<file path="src/rtl/tqs_pkg.sv">
// ----------------------------------------------------------------------------
// tqs_pkg
// types and codes shared by the timer queue scheduler
// ----------------------------------------------------------------------------
package tqs_pkg;

    typedef enum logic [2:0] {
        OP_TICK      = 3'd0,
        OP_AFTER     = 3'd1,
        OP_AT        = 3'd2,
        OP_EVERY     = 3'd3,
        OP_CANCEL    = 3'd4,
        OP_CANCELALL = 3'd5,
        OP_STOP      = 3'd6,
        OP_START     = 3'd7
    } op_t;

    typedef enum logic [2:0] {
        K_ACK       = 3'd0,
        K_SCHEDULED = 3'd1,
        K_CANCEL    = 3'd2,
        K_FIRED     = 3'd3,
        K_ERROR     = 3'd4
    } kind_t;

    localparam logic [2:0] E_NONE        = 3'd0;
    localparam logic [2:0] E_NOT_RUNNING = 3'd1;
    localparam logic [2:0] E_STARTED     = 3'd2;
    localparam logic [2:0] E_ZERO        = 3'd3;
    localparam logic [2:0] E_FULL        = 3'd4;
    localparam logic [2:0] E_HELD_FULL   = 3'd5;

    localparam logic [4:0] MAX_FIRED     = 5'd16;

    typedef enum logic [1:0] {
        RS_IDLE     = 2'd0,
        RS_RUNNING  = 2'd1,
        RS_STOPPED  = 2'd2,
        RS_PRESTOP  = 2'd3
    } run_t;

    typedef enum logic [3:0] {
        S_IDLE,
        S_CSCAN,
        S_CDROP,
        S_FSCAN,
        S_FWAIT,
        S_FPICK,
        S_FDO,
        S_OUT
    } state_t;

endpackage

</file>
<file path="src/rtl/timer_queue_scheduler_core.sv">
// ----------------------------------------------------------------------------
// timer_queue_scheduler_core
// timer table with schedule, cancel, run control and per-tick firing
// a command other than a running tick is accepted, then held in the result
// register until delivered; a running tick first sweeps the table for cancels,
// then scans for the earliest due entry, one scan per fired item plus one,
// and each result is held in the result register until delivered; the input
// stalls until the last result is delivered
// reset is asynchronous, active low: idle, tick and ids zero, table empty
// ----------------------------------------------------------------------------
module timer_queue_scheduler_core
    import tqs_pkg::*;
#(
    parameter int TIMER_SLOTS       = 16,
    parameter int HELD_CANCEL_SLOTS = 8
)
(
    input  logic        clk,
    input  logic        rst_n,
    input  logic        in_valid,
    output logic        in_stall,
    input  logic [2:0]  operation,
    input  logic [31:0] time_value,
    input  logic [31:0] cancel_id,
    output logic        out_valid,
    input  logic        out_stall,
    output logic [2:0]  kind,
    output logic [31:0] timer_id,
    output logic        inserted,
    output logic [2:0]  error_code,
    output logic        periodic,
    output logic [4:0]  queued_count,
    output logic        last
);

    localparam int SW = (TIMER_SLOTS > 1) ? $clog2(TIMER_SLOTS) : 1;
    localparam int HW = (HELD_CANCEL_SLOTS > 1) ? $clog2(HELD_CANCEL_SLOTS) : 1;
    localparam int CW = $clog2(TIMER_SLOTS + 1);

    // entry memory: id, expiry, period, repeats
    logic [96:0] mem [TIMER_SLOTS];
    logic [96:0] rd_reg;
    logic        mem_we;
    logic [SW-1:0] mem_wa;
    logic [96:0] mem_wd;
    logic [SW-1:0] mem_ra;

    always_ff @(posedge clk)
    begin
        if (mem_we)
        begin
            mem[mem_wa] <= mem_wd;
        end
        rd_reg <= mem[mem_ra];
    end

    state_t state_reg, state_next;
    run_t   run_reg, run_next;
    logic [31:0] tick_reg, tick_next;
    logic [31:0] id_reg, id_next;
    logic [TIMER_SLOTS-1:0] valid_reg, valid_next;
    logic [TIMER_SLOTS-1:0] canc_reg, canc_next;
    logic [TIMER_SLOTS-1:0] done_reg, done_next;
    logic [HELD_CANCEL_SLOTS-1:0] hv_reg, hv_next;
    logic [31:0] hid_reg [HELD_CANCEL_SLOTS];
    logic        hwe;
    logic [HW-1:0] hwa;
    logic [31:0] hwd;
    logic [SW:0] idx_reg, idx_next;
    logic [4:0]  nfire_reg, nfire_next;
    logic        best_ok_reg, best_ok_next;
    logic [SW-1:0] best_reg, best_next;
    logic [31:0] best_exp_reg, best_exp_next;
    logic [31:0] best_id_reg, best_id_next;
    logic [SW-1:0] ridx_reg, ridx_next;

    logic        ov_reg, ov_next;
    logic [2:0]  k_reg, k_next;
    logic [31:0] tid_reg, tid_next;
    logic        ins_reg, ins_next;
    logic [2:0]  err_reg, err_next;
    logic        per_reg, per_next;
    logic        last_reg, last_next;

    logic [CW-1:0] live;
    always_comb
    begin
        live = '0;
        for (int i = 0; i < TIMER_SLOTS; i++)
        begin
            live = live + CW'(valid_reg[i]);
        end
    end

    // held store match
    logic [HELD_CANCEL_SLOTS-1:0] hmatch;
    logic [31:0] hkey;
    logic        hhit;
    logic [HW-1:0] hhit_idx, hfree_idx;
    logic        hfree;
    always_comb
    begin
        hhit = 1'b0;
        hhit_idx = '0;
        hfree = 1'b0;
        hfree_idx = '0;
        for (int i = HELD_CANCEL_SLOTS - 1; i >= 0; i--)
        begin
            hmatch[i] = hv_reg[i] && (hid_reg[i] == hkey);
            if (hmatch[i])
            begin
                hhit = 1'b1;
                hhit_idx = HW'(i);
            end
            if (!hv_reg[i])
            begin
                hfree = 1'b1;
                hfree_idx = HW'(i);
            end
        end
    end

    logic sfree;
    logic [SW-1:0] sfree_idx;
    always_comb
    begin
        sfree = 1'b0;
        sfree_idx = '0;
        for (int i = TIMER_SLOTS - 1; i >= 0; i--)
        begin
            if (!valid_reg[i])
            begin
                sfree = 1'b1;
                sfree_idx = SW'(i);
            end
        end
    end

    always_ff @(posedge clk)
    begin
        if (hwe)
        begin
            hid_reg[hwa] <= hwd;
        end
    end

    assign in_stall = (state_reg != S_IDLE) || ov_reg;
    wire accept = in_valid && !in_stall;
    wire [SW-1:0] idx = idx_reg[SW-1:0];
    wire scan_end = (idx_reg == (SW+1)'(TIMER_SLOTS));
    wire fire_ok = best_ok_reg && (nfire_reg != MAX_FIRED);

    always_comb
    begin
        state_next = state_reg;
        unique case (state_reg)
            S_IDLE:  if (accept && op_t'(operation) == OP_TICK
                         && run_reg == RS_RUNNING) state_next = S_CSCAN;
                     else if (accept) state_next = S_IDLE;
            S_CSCAN: if (scan_end) state_next = S_FSCAN;
                     else state_next = S_CDROP;
            S_CDROP: state_next = S_CSCAN;
            S_FSCAN: state_next = S_FWAIT;
            S_FWAIT: state_next = scan_end ? S_FPICK : S_FWAIT;
            S_FPICK: state_next = S_FDO;
            S_FDO:   state_next = S_OUT;
            S_OUT:   if (!ov_reg) state_next = last_reg ? S_IDLE : S_FSCAN;
            default: state_next = S_IDLE;
        endcase
    end

    logic [31:0] r_id, r_exp, r_per;
    logic        r_rep;
    assign r_id  = rd_reg[96:65];
    assign r_exp = rd_reg[64:33];
    assign r_per = rd_reg[32:1];
    assign r_rep = rd_reg[0];

    logic [31:0] sched_exp;
    logic        cand;

    always_comb
    begin
        run_next = run_reg; tick_next = tick_reg; id_next = id_reg;
        valid_next = valid_reg; canc_next = canc_reg; done_next = done_reg;
        hv_next = hv_reg; hwe = 1'b0; hwa = hfree_idx; hwd = cancel_id;
        idx_next = idx_reg; nfire_next = nfire_reg;
        best_ok_next = best_ok_reg; best_next = best_reg;
        best_exp_next = best_exp_reg; best_id_next = best_id_reg;
        ridx_next = ridx_reg;
        mem_we = 1'b0; mem_wa = sfree_idx; mem_wd = '0; mem_ra = idx;
        ov_next = ov_reg && out_stall;
        k_next = k_reg; tid_next = tid_reg; ins_next = ins_reg; err_next = err_reg;
        per_next = per_reg; last_next = last_reg;
        hkey = cancel_id;
        sched_exp = (op_t'(operation) == OP_AT) ? time_value : tick_reg + time_value;
        cand = 1'b0;
        unique case (state_reg)
            S_IDLE:
            begin
                if (accept)
                begin
                    ov_next = 1'b1; k_next = K_ACK; tid_next = '0; ins_next = 1'b0;
                    err_next = E_NONE; per_next = 1'b0; last_next = 1'b1;
                    unique case (op_t'(operation))
                        OP_TICK:
                        begin
                            tick_next = tick_reg + 32'd1;
                            if (run_reg == RS_RUNNING)
                            begin
                                ov_next = 1'b0; idx_next = '0; nfire_next = '0;
                                done_next = '0;
                            end
                        end
                        OP_AFTER, OP_AT, OP_EVERY:
                        begin
                            k_next = K_ERROR;
                            if (run_reg != RS_RUNNING) err_next = E_NOT_RUNNING;
                            else if (op_t'(operation) == OP_EVERY && time_value == '0)
                                err_next = E_ZERO;
                            else if (!sfree) err_next = E_FULL;
                            else
                            begin
                                id_next = id_reg + 32'd1;
                                k_next = K_SCHEDULED; tid_next = id_reg + 32'd1;
                                mem_we = 1'b1;
                                mem_wd = {id_reg + 32'd1, sched_exp,
                                    (op_t'(operation) == OP_EVERY) ? time_value : 32'd0,
                                    op_t'(operation) == OP_EVERY};
                                valid_next[sfree_idx] = 1'b1;
                                canc_next[sfree_idx] = 1'b0;
                            end
                        end
                        OP_CANCEL:
                        begin
                            k_next = K_CANCEL; tid_next = cancel_id;
                            if (hhit) ins_next = 1'b0;
                            else if (hfree)
                            begin
                                ins_next = 1'b1; hwe = 1'b1; hv_next[hfree_idx] = 1'b1;
                            end
                            else
                            begin
                                k_next = K_ERROR; tid_next = '0; err_next = E_HELD_FULL;
                            end
                        end
                        OP_CANCELALL:
                        begin
                            canc_next = canc_reg | valid_reg; hv_next = '0;
                        end
                        OP_STOP:
                        begin
                            if (run_reg == RS_IDLE || run_reg == RS_RUNNING)
                            begin
                                run_next = (run_reg == RS_IDLE) ? RS_PRESTOP : RS_STOPPED;
                                valid_next = '0; hv_next = '0;
                            end
                        end
                        default:
                        begin
                            if (run_reg == RS_IDLE || run_reg == RS_PRESTOP)
                                run_next = RS_RUNNING;
                            else
                            begin
                                k_next = K_ERROR; err_next = E_STARTED;
                            end
                        end
                    endcase
                end
            end
            S_CSCAN:
            begin
                mem_ra = idx;
                ridx_next = idx;
            end
            S_CDROP:
            begin
                hkey = r_id;
                if (valid_reg[ridx_reg] && (canc_reg[ridx_reg] || hhit))
                begin
                    valid_next[ridx_reg] = 1'b0;
                    if (hhit) hv_next[hhit_idx] = 1'b0;
                end
                idx_next = idx_reg + 1'b1;
            end
            S_FSCAN:
            begin
                idx_next = '0; best_ok_next = 1'b0; mem_ra = '0;
            end
            S_FWAIT:
            begin
                // pipelined scan: read slot idx+1, evaluate slot idx
                mem_ra = SW'(idx_reg + 1'b1);
                cand = !scan_end && valid_reg[idx] && !done_reg[idx]
                    && (r_exp <= tick_reg);
                if (cand && (!best_ok_reg || r_exp < best_exp_reg ||
                    (r_exp == best_exp_reg && r_id < best_id_reg)))
                begin
                    best_ok_next = 1'b1; best_next = idx;
                    best_exp_next = r_exp; best_id_next = r_id;
                end
                idx_next = idx_reg + 1'b1;
            end
            S_FPICK:
            begin
                mem_ra = best_reg;
            end
            S_FDO:
            begin
                if (fire_ok)
                begin
                    done_next[best_reg] = 1'b1;
                    if (r_rep)
                    begin
                        mem_we = 1'b1; mem_wa = best_reg;
                        mem_wd = {r_id, tick_reg + r_per, r_per, 1'b1};
                    end
                    else valid_next[best_reg] = 1'b0;
                    nfire_next = nfire_reg + 5'd1;
                end
            end
            S_OUT: ;
            default: ;
        endcase
    end

    logic [CW-1:0] live_after;
    always_comb
    begin
        live_after = live;
        if (state_reg == S_FDO && fire_ok && !r_rep) live_after = live - CW'(1);
        if (state_reg == S_IDLE && accept) live_after = CW'($countones(valid_next));
    end

    // entry counts saturate at the width of queued_count
    logic [4:0] q_sat, live_sat;
    assign q_sat    = (live_after > CW'(31)) ? 5'd31 : 5'(live_after);
    assign live_sat = (live > CW'(31)) ? 5'd31 : 5'(live);

    logic [4:0] q_reg, q_next;
    always_comb
    begin
        q_next = q_reg;
        if (state_reg == S_IDLE) q_next = q_sat;
    end

    // a fired item is held back until the next scan decides whether another
    // one follows, so that its last flag is known
    logic        fo_v_reg, fo_v_next;
    logic [31:0] fo_id_reg, fo_id_next;
    logic        fo_p_reg, fo_p_next;
    logic [4:0]  fo_q_reg, fo_q_next;
    always_comb
    begin
        fo_v_next = fo_v_reg; fo_id_next = fo_id_reg; fo_p_next = fo_p_reg;
        fo_q_next = fo_q_reg;
        if (state_reg == S_FDO)
        begin
            if (fire_ok)
            begin
                fo_v_next = 1'b1; fo_id_next = r_id; fo_p_next = r_rep;
                fo_q_next = q_sat;
            end
            else fo_v_next = 1'b0;
        end
    end

    logic        busy_out;
    assign busy_out = ov_reg;

    always_ff @(posedge clk or negedge rst_n)
    begin
        if (!rst_n)
        begin
            state_reg <= S_IDLE; run_reg <= RS_IDLE; tick_reg <= '0; id_reg <= '0;
            valid_reg <= '0; hv_reg <= '0; ov_reg <= 1'b0; fo_v_reg <= 1'b0;
            idx_reg <= '0; nfire_reg <= '0; done_reg <= '0; canc_reg <= '0;
            best_ok_reg <= 1'b0;
            k_reg <= K_ACK; tid_reg <= '0; ins_reg <= 1'b0; err_reg <= E_NONE;
            per_reg <= 1'b0; last_reg <= 1'b0; q_reg <= '0;
        end
        else
        begin
            run_reg <= run_next; tick_reg <= tick_next; id_reg <= id_next;
            valid_reg <= valid_next; hv_reg <= hv_next; done_reg <= done_next;
            canc_reg <= canc_next; idx_reg <= idx_next;
            best_ok_reg <= best_ok_next;
            fo_v_reg <= fo_v_next;
            nfire_reg <= nfire_next;
            if (state_reg == S_FDO)
            begin
                // reached limit or nothing more: finish
                if (!fire_ok)
                begin
                    state_reg <= (fo_v_reg || nfire_reg == '0) ? S_OUT : S_IDLE;
                    ov_reg <= fo_v_reg || nfire_reg == '0;
                    last_reg <= 1'b1;
                    if (fo_v_reg)
                    begin
                        k_reg <= K_FIRED; tid_reg <= fo_id_reg; per_reg <= fo_p_reg;
                        q_reg <= fo_q_reg;
                    end
                    else
                    begin
                        k_reg <= K_ACK; tid_reg <= '0; per_reg <= 1'b0;
                        q_reg <= live_sat;
                    end
                    ins_reg <= 1'b0; err_reg <= E_NONE;
                end
                else
                begin
                    state_reg <= fo_v_reg ? S_OUT : S_FSCAN;
                    ov_reg <= fo_v_reg; last_reg <= 1'b0;
                    k_reg <= K_FIRED; tid_reg <= fo_id_reg; per_reg <= fo_p_reg;
                    q_reg <= fo_q_reg; ins_reg <= 1'b0; err_reg <= E_NONE;
                end
            end
            else
            begin
                state_reg <= state_next; ov_reg <= ov_next;
                k_reg <= k_next; tid_reg <= tid_next; ins_reg <= ins_next;
                err_reg <= err_next; per_reg <= per_next; last_reg <= last_next;
                q_reg <= q_next;
            end
        end
    end

    always_ff @(posedge clk)
    begin
        best_reg <= best_next; best_exp_reg <= best_exp_next;
        best_id_reg <= best_id_next; ridx_reg <= ridx_next;
        fo_id_reg <= fo_id_next; fo_p_reg <= fo_p_next; fo_q_reg <= fo_q_next;
    end

    assign out_valid    = busy_out;
    assign kind         = k_reg;
    assign timer_id     = tid_reg;
    assign inserted     = ins_reg;
    assign error_code   = err_reg;
    assign periodic     = per_reg;
    assign queued_count = q_reg;
    assign last         = last_reg;

endmodule

</file>
<file path="config.mk">
export PLATFORM = sky130hd
export DESIGN_NAME = timer_queue_scheduler_core
export DESIGN_NICKNAME = d
export VERILOG_FILES = /design/src/rtl/tqs_pkg.sv /design/src/rtl/timer_queue_scheduler_core.sv
export SDC_FILE = /design/constraint.sdc
export NUM_CORES = 2
export LEC_CHECK = 0
export BUFFER_PORTS_ARGS = -buffer_cell sky130_fd_sc_hd__buf_2
export CAP_MARGIN = 20
export CORE_MARGIN = 10
export CORE_UTILIZATION = 50
export CTS_BUF_LIST = sky130_fd_sc_hd__clkbuf_4
export CTS_CLUSTER_SIZE = 40
export DETAILED_ROUTE_END_ITERATION = 7
export PLACE_DENSITY = 0.66
export RECOVER_POWER = 100
export SLEW_MARGIN = 40
export SYNTH_ARGS = -nofsm -noshare
export SYNTH_HDL_FRONTEND = slang
export SYNTH_SLANG_ARGS = --single-unit
</file>
<file path="constraint.sdc">
create_clock -name clk -period 10.15 [get_ports clk]
set_input_delay 0 -clock clk [delete_from_list [all_inputs] [get_ports clk]]
set_output_delay 0 -clock clk [all_outputs]
set_load 0.01 [all_outputs]
</file>
==> PnR_summary.wiki <==
{| class="wikitable"
! Metric !! Value
|-
| Status || complete, but fails checks
|-
| Violated checks || capacitance limit, slew limit
|-
| Worst path buffer plus inverter count || 4
|-
| Vias per std cell || 6.233
|-
| Number of filler cells placed in the layout || 16460
|-
| Synth Warn # || 0
|-
| Max Freq || between 0.1 and 0.15 GHz
|-
| CP max stage cell || sky130_fd_sc_hd__clkbuf_1
|-
| First-pass GRT wire length || 476600 µm
|-
| Setup Viol. Count Final || 0
|-
| Number of buffers on the longest clock path || 4
|-
| Proportion of layout cells with a drive suffix above 1 || 0.1313
|-
| Proportion of power drawn by flip-flops and latches || 0.355
|-
| Estimated wirelength of the detail-placed design || 191200 µm
|-
| Worst reg2reg path endpoint || mem[7][31]
|-
| Number of detailed-routing iterations run before antenna repair || 6
|-
| Vias after detailed routing || between 70000 and 80000
|-
| Crit Path Category || register to register
|-
| Storage cell area || 64140 µm²
|-
| CTS tree || built
|-
| Data required time of the critical path || 11.03 ns
|-
| Worst hold path type || input port to register
|-
| Worst-skew pair later-pin latency || between 1 and 1.5 ns
|-
| Crit path largest cell delay || around 2.7 ns
|-
| Global route overflow || 0
|-
| Vias in the first global route || about 69000
|-
| Startpoint kind of the worst setup timing path || register
|-
| Net switching power of the design || 12.56 mW
|-
| Number of flip-flops under the largest register name || roughly 1600
|-
| Worst r2r src || state_reg[1]
|-
| Worst hold path startpoint || time_value[31]
|-
| Quantity of I/O buffers inserted on ports || 118
|-
| Maximum Capacitance Violations || 69
|-
| Cell chain of the critical path || or3_1 > or3_1 > clkbuf_1 > nor2_2 > clkbuf_1 > a22o_1 > nand2_1 > nor2_4 > clkbuf_1 > clkbuf_2
|-
| Hold endpoint || mem[8][64]
|-
| Antenna violations before repair || 31
|-
| Area of all placed cells without fillers || roughly 110000 µm²
|-
| Final min period || 9.318 ns
|-
| Final #Nets || 8737
|-
| Aggregate negative setup slack || 0 ns
|-
| Sequential share of the synthesized area || 0.6472
|-
| Flop-to-flop setup slack || 0.83 ns
|-
| Worst reg-to-reg path cell count || 10
|-
| Cell mode on critical path || sky130_fd_sc_hd__clkbuf_1
|-
| Distinct cell type count after synthesis || a little under 100
|-
| Proportion of power drawn by the clock network || 0.255
|-
| CTS clk-pin slew, worst paths || roughly 0.070 ns
|-
| Detailed-route wire length per cell || around 29 µm
|-
| Combinational Power Share || 0.389
|-
| Most used flip-flop cell after synthesis || sky130_fd_sc_hd__edfxtp_1
|-
| Setup bufs post-CTS || 0
|-
| Final Core Density || 0.5672
|-
| Cell area power density || 279.4 nW/µm²
|-
| RePlAce Congestion || 1.001
|-
| Total clock buffers created by CTS || about 600
|-
| Syn Inst Count || a little under 8000
|-
| Unrepaired setup endpoints after global routing || no
|-
| Maximum level of the CTS H-tree || 6
|-
| Flops & latches, synth || 2199
|-
| DRC violations left || 0
|-
| Area of the die || ~220000 µm²
|-
| Area delta synth->final || 12.88%
|-
| Core Area || about 200000 µm²
|-
| Worst VDD drop || 0.2884 mV
|-
| Post-synth EDFFs || 1918
|-
| Placed cell area || 103800 µm²
|-
| GRT Resource Usage Total || 0.2959
|-
| CP endpoint kind || register
|-
| Cell area after synthesis || 99100 µm²
|-
| Ys async rst share || 0.08367
|-
| Syn_area_per_cell || about 13 µm²
|-
| Switching part of the total || 0.4020
|-
| Routed WL || around 330000 µm
|-
| Crit path from || state_reg[1]
|-
| Final Hold Fails || 0
|-
| Maximum clock skew at final layout || 0.1429 ns
|-
| Relative slew slack || -2.412
|-
| Worst hold path stage count || 4
|-
| CTS sink count || 2199
|-
| Area of the multi-input gates || 32300 µm²
|-
| Net count after synthesis || 8150
|-
| P_int || 18.69 mW
|-
| Initial drt markers || 8297
|-
| Slew Limit Fails || 2360
|-
| Die Y || 465.2 µm
|-
| Slew at the pin closest to its max-slew limit || ~5.1 ns
|-
| Width of the die || 465.2 µm
|-
| Largest fanout on the critical path || 55
|-
| Reported leakage power || slightly below 40 nW
|-
| Total number of placement rows || 163
|-
| CP delay by family, top || buffers and inverters
|-
| Tcrit/Tclk final || 0.9180
|-
| Maximum number of pins on one net before global-route repair || ~190
|-
| Starting density of the core || 0.5025
|-
| Data arrival at the endpoint of the critical path || 10.19 ns
|-
| IO Pins || approximately 120
|-
| Root buffer cell || sky130_fd_sc_hd__clkbuf_4
|-
| Remaining antenna violation count || 0
|}
## worst max path at each step
stage               slack [ns]  cells after the start              end
floorplan                 2.54                     12        mem[9][0]
global placement          1.52                     23  queued_count[4]
detailed placement        1.60                     24  queued_count[2]
CTS                       1.55                     24  queued_count[2]
global route              0.61                     25  queued_count[4]
finish                    0.83                     10       mem[7][31]
## worst min-delay path, stage by stage
cell and delay [ns]:
sky130_fd_sc_hd__dlygate4sd3_1 0.54, sky130_fd_sc_hd__buf_2 0.25, sky130_fd_sc_hd__o211ai_1 0.13, sky130_fd_sc_hd__nand3_1 0.47
## cell type report
| class | instances | area share |
|---|---|---|
| Inverter | 241 | 0.008087 |
| Timing Repair Buffer | 474 | 0.03237 |
| Antenna cell | 11 | 0.0002461 |
| Tap cell | 2640 | 0.02953 |
| Multi-Input combinational cell | 4963 | 0.2888 |
| Clock inverter | 131 | 0.007315 |
| Clock buffer | 898 | 0.06027 |
| Sequential cell | 2199 | 0.5734 |
## kinds of logic after synthesis
logic type / after synthesis / synth area share
AO/OA/AOI/OAI: 2058 / 0.1442
XOR/XNOR: 367 / 0.03244
adder cells (fa/ha/maj): 199 / 0.02679
buffers and inverters: 718 / 0.02808
flip-flops: 2199 / 0.6472
multiplexers: 59 / 0.008611
AND/OR/NAND/NOR: 2280 / 0.1126
## Yosys cell counts, drive strengths merged, types with 63 or more instances
cell type  instances  share of area
nor2b            107         0.0068
nand4             75         0.0048
a311oi           200          0.018
a211oi           505          0.038
a31oi            245          0.015
nor2             230         0.0087
ha               177          0.022
dfxtp             97          0.020
xnor2            238          0.021
nand2b            63         0.0040
nand2           1001          0.038
o22ai             74         0.0047
a21oi            414          0.021
dfrtp            184          0.046
clkbuf           434          0.016
nor3              86         0.0045
inv              241         0.0091
nand3             86         0.0043
nor4              92         0.0062
and2             412          0.026
xor2             129          0.011
o21ai            200          0.010
edfxtp          1918           0.58
## power groups by stage
stage / Combinational [mW] / Clock, mW / Sequential, mW
after detailed placement: 11.9 / 0 / 11.3
after CTS: 12.0 / 8.15 / 11.1
final: 12.2 / 7.99 / 11.1
after global routing: 13.2 / 8.65 / 11.1
after global placement: 11.6 / 0 / 11.2
after floorplan: 8.22 / 0 / 11.0
## cell usage in the layout (no fill, tap or decap), drive strengths merged, types with 200 or more instances in the layout
cell type,n
edfxtp,1918
clkbuf,1093
nand2,1001
a211oi,505
a21oi,414
and2,412
inv,248
a31oi,245
xnor2,238
nor2,230
o21ai,200
a311oi,200
## repair_timing
| action | CTS | global route |
|---|---|---|
| endpoints found under the hold margin | 1807 | 23 |
| gates resized for setup | 0 | 0 |
| hold buffers | 162 | 4 |
## stage by stage
stage                     power, mW  hold WS [ns]  std cells  setup slack, ns
after CTS                     31.24       0.06905      11530            1.549
final                         31.26        0.2613      11560           0.8325
after global routing          33.01        0.2030      11550           0.6092
after global placement        22.84       0.04663      10320            1.525
after floorplan               19.18       -0.2956       7880            2.541
after detailed placement      23.13       0.05769      10340            1.597
## layer usage
layer / up-vias / share of wire / GRT usage
li1: 31550 / - / -
met1: 35740 / 0.40 / 0.4028
met2: 3930 / 0.45 / 0.4535
met3: 806 / 0.10 / 0.07163
met4: 12 / 0.047 / 0.1279
met5: - / 0.00025 / 0
(Power assumes the default switching activity.)
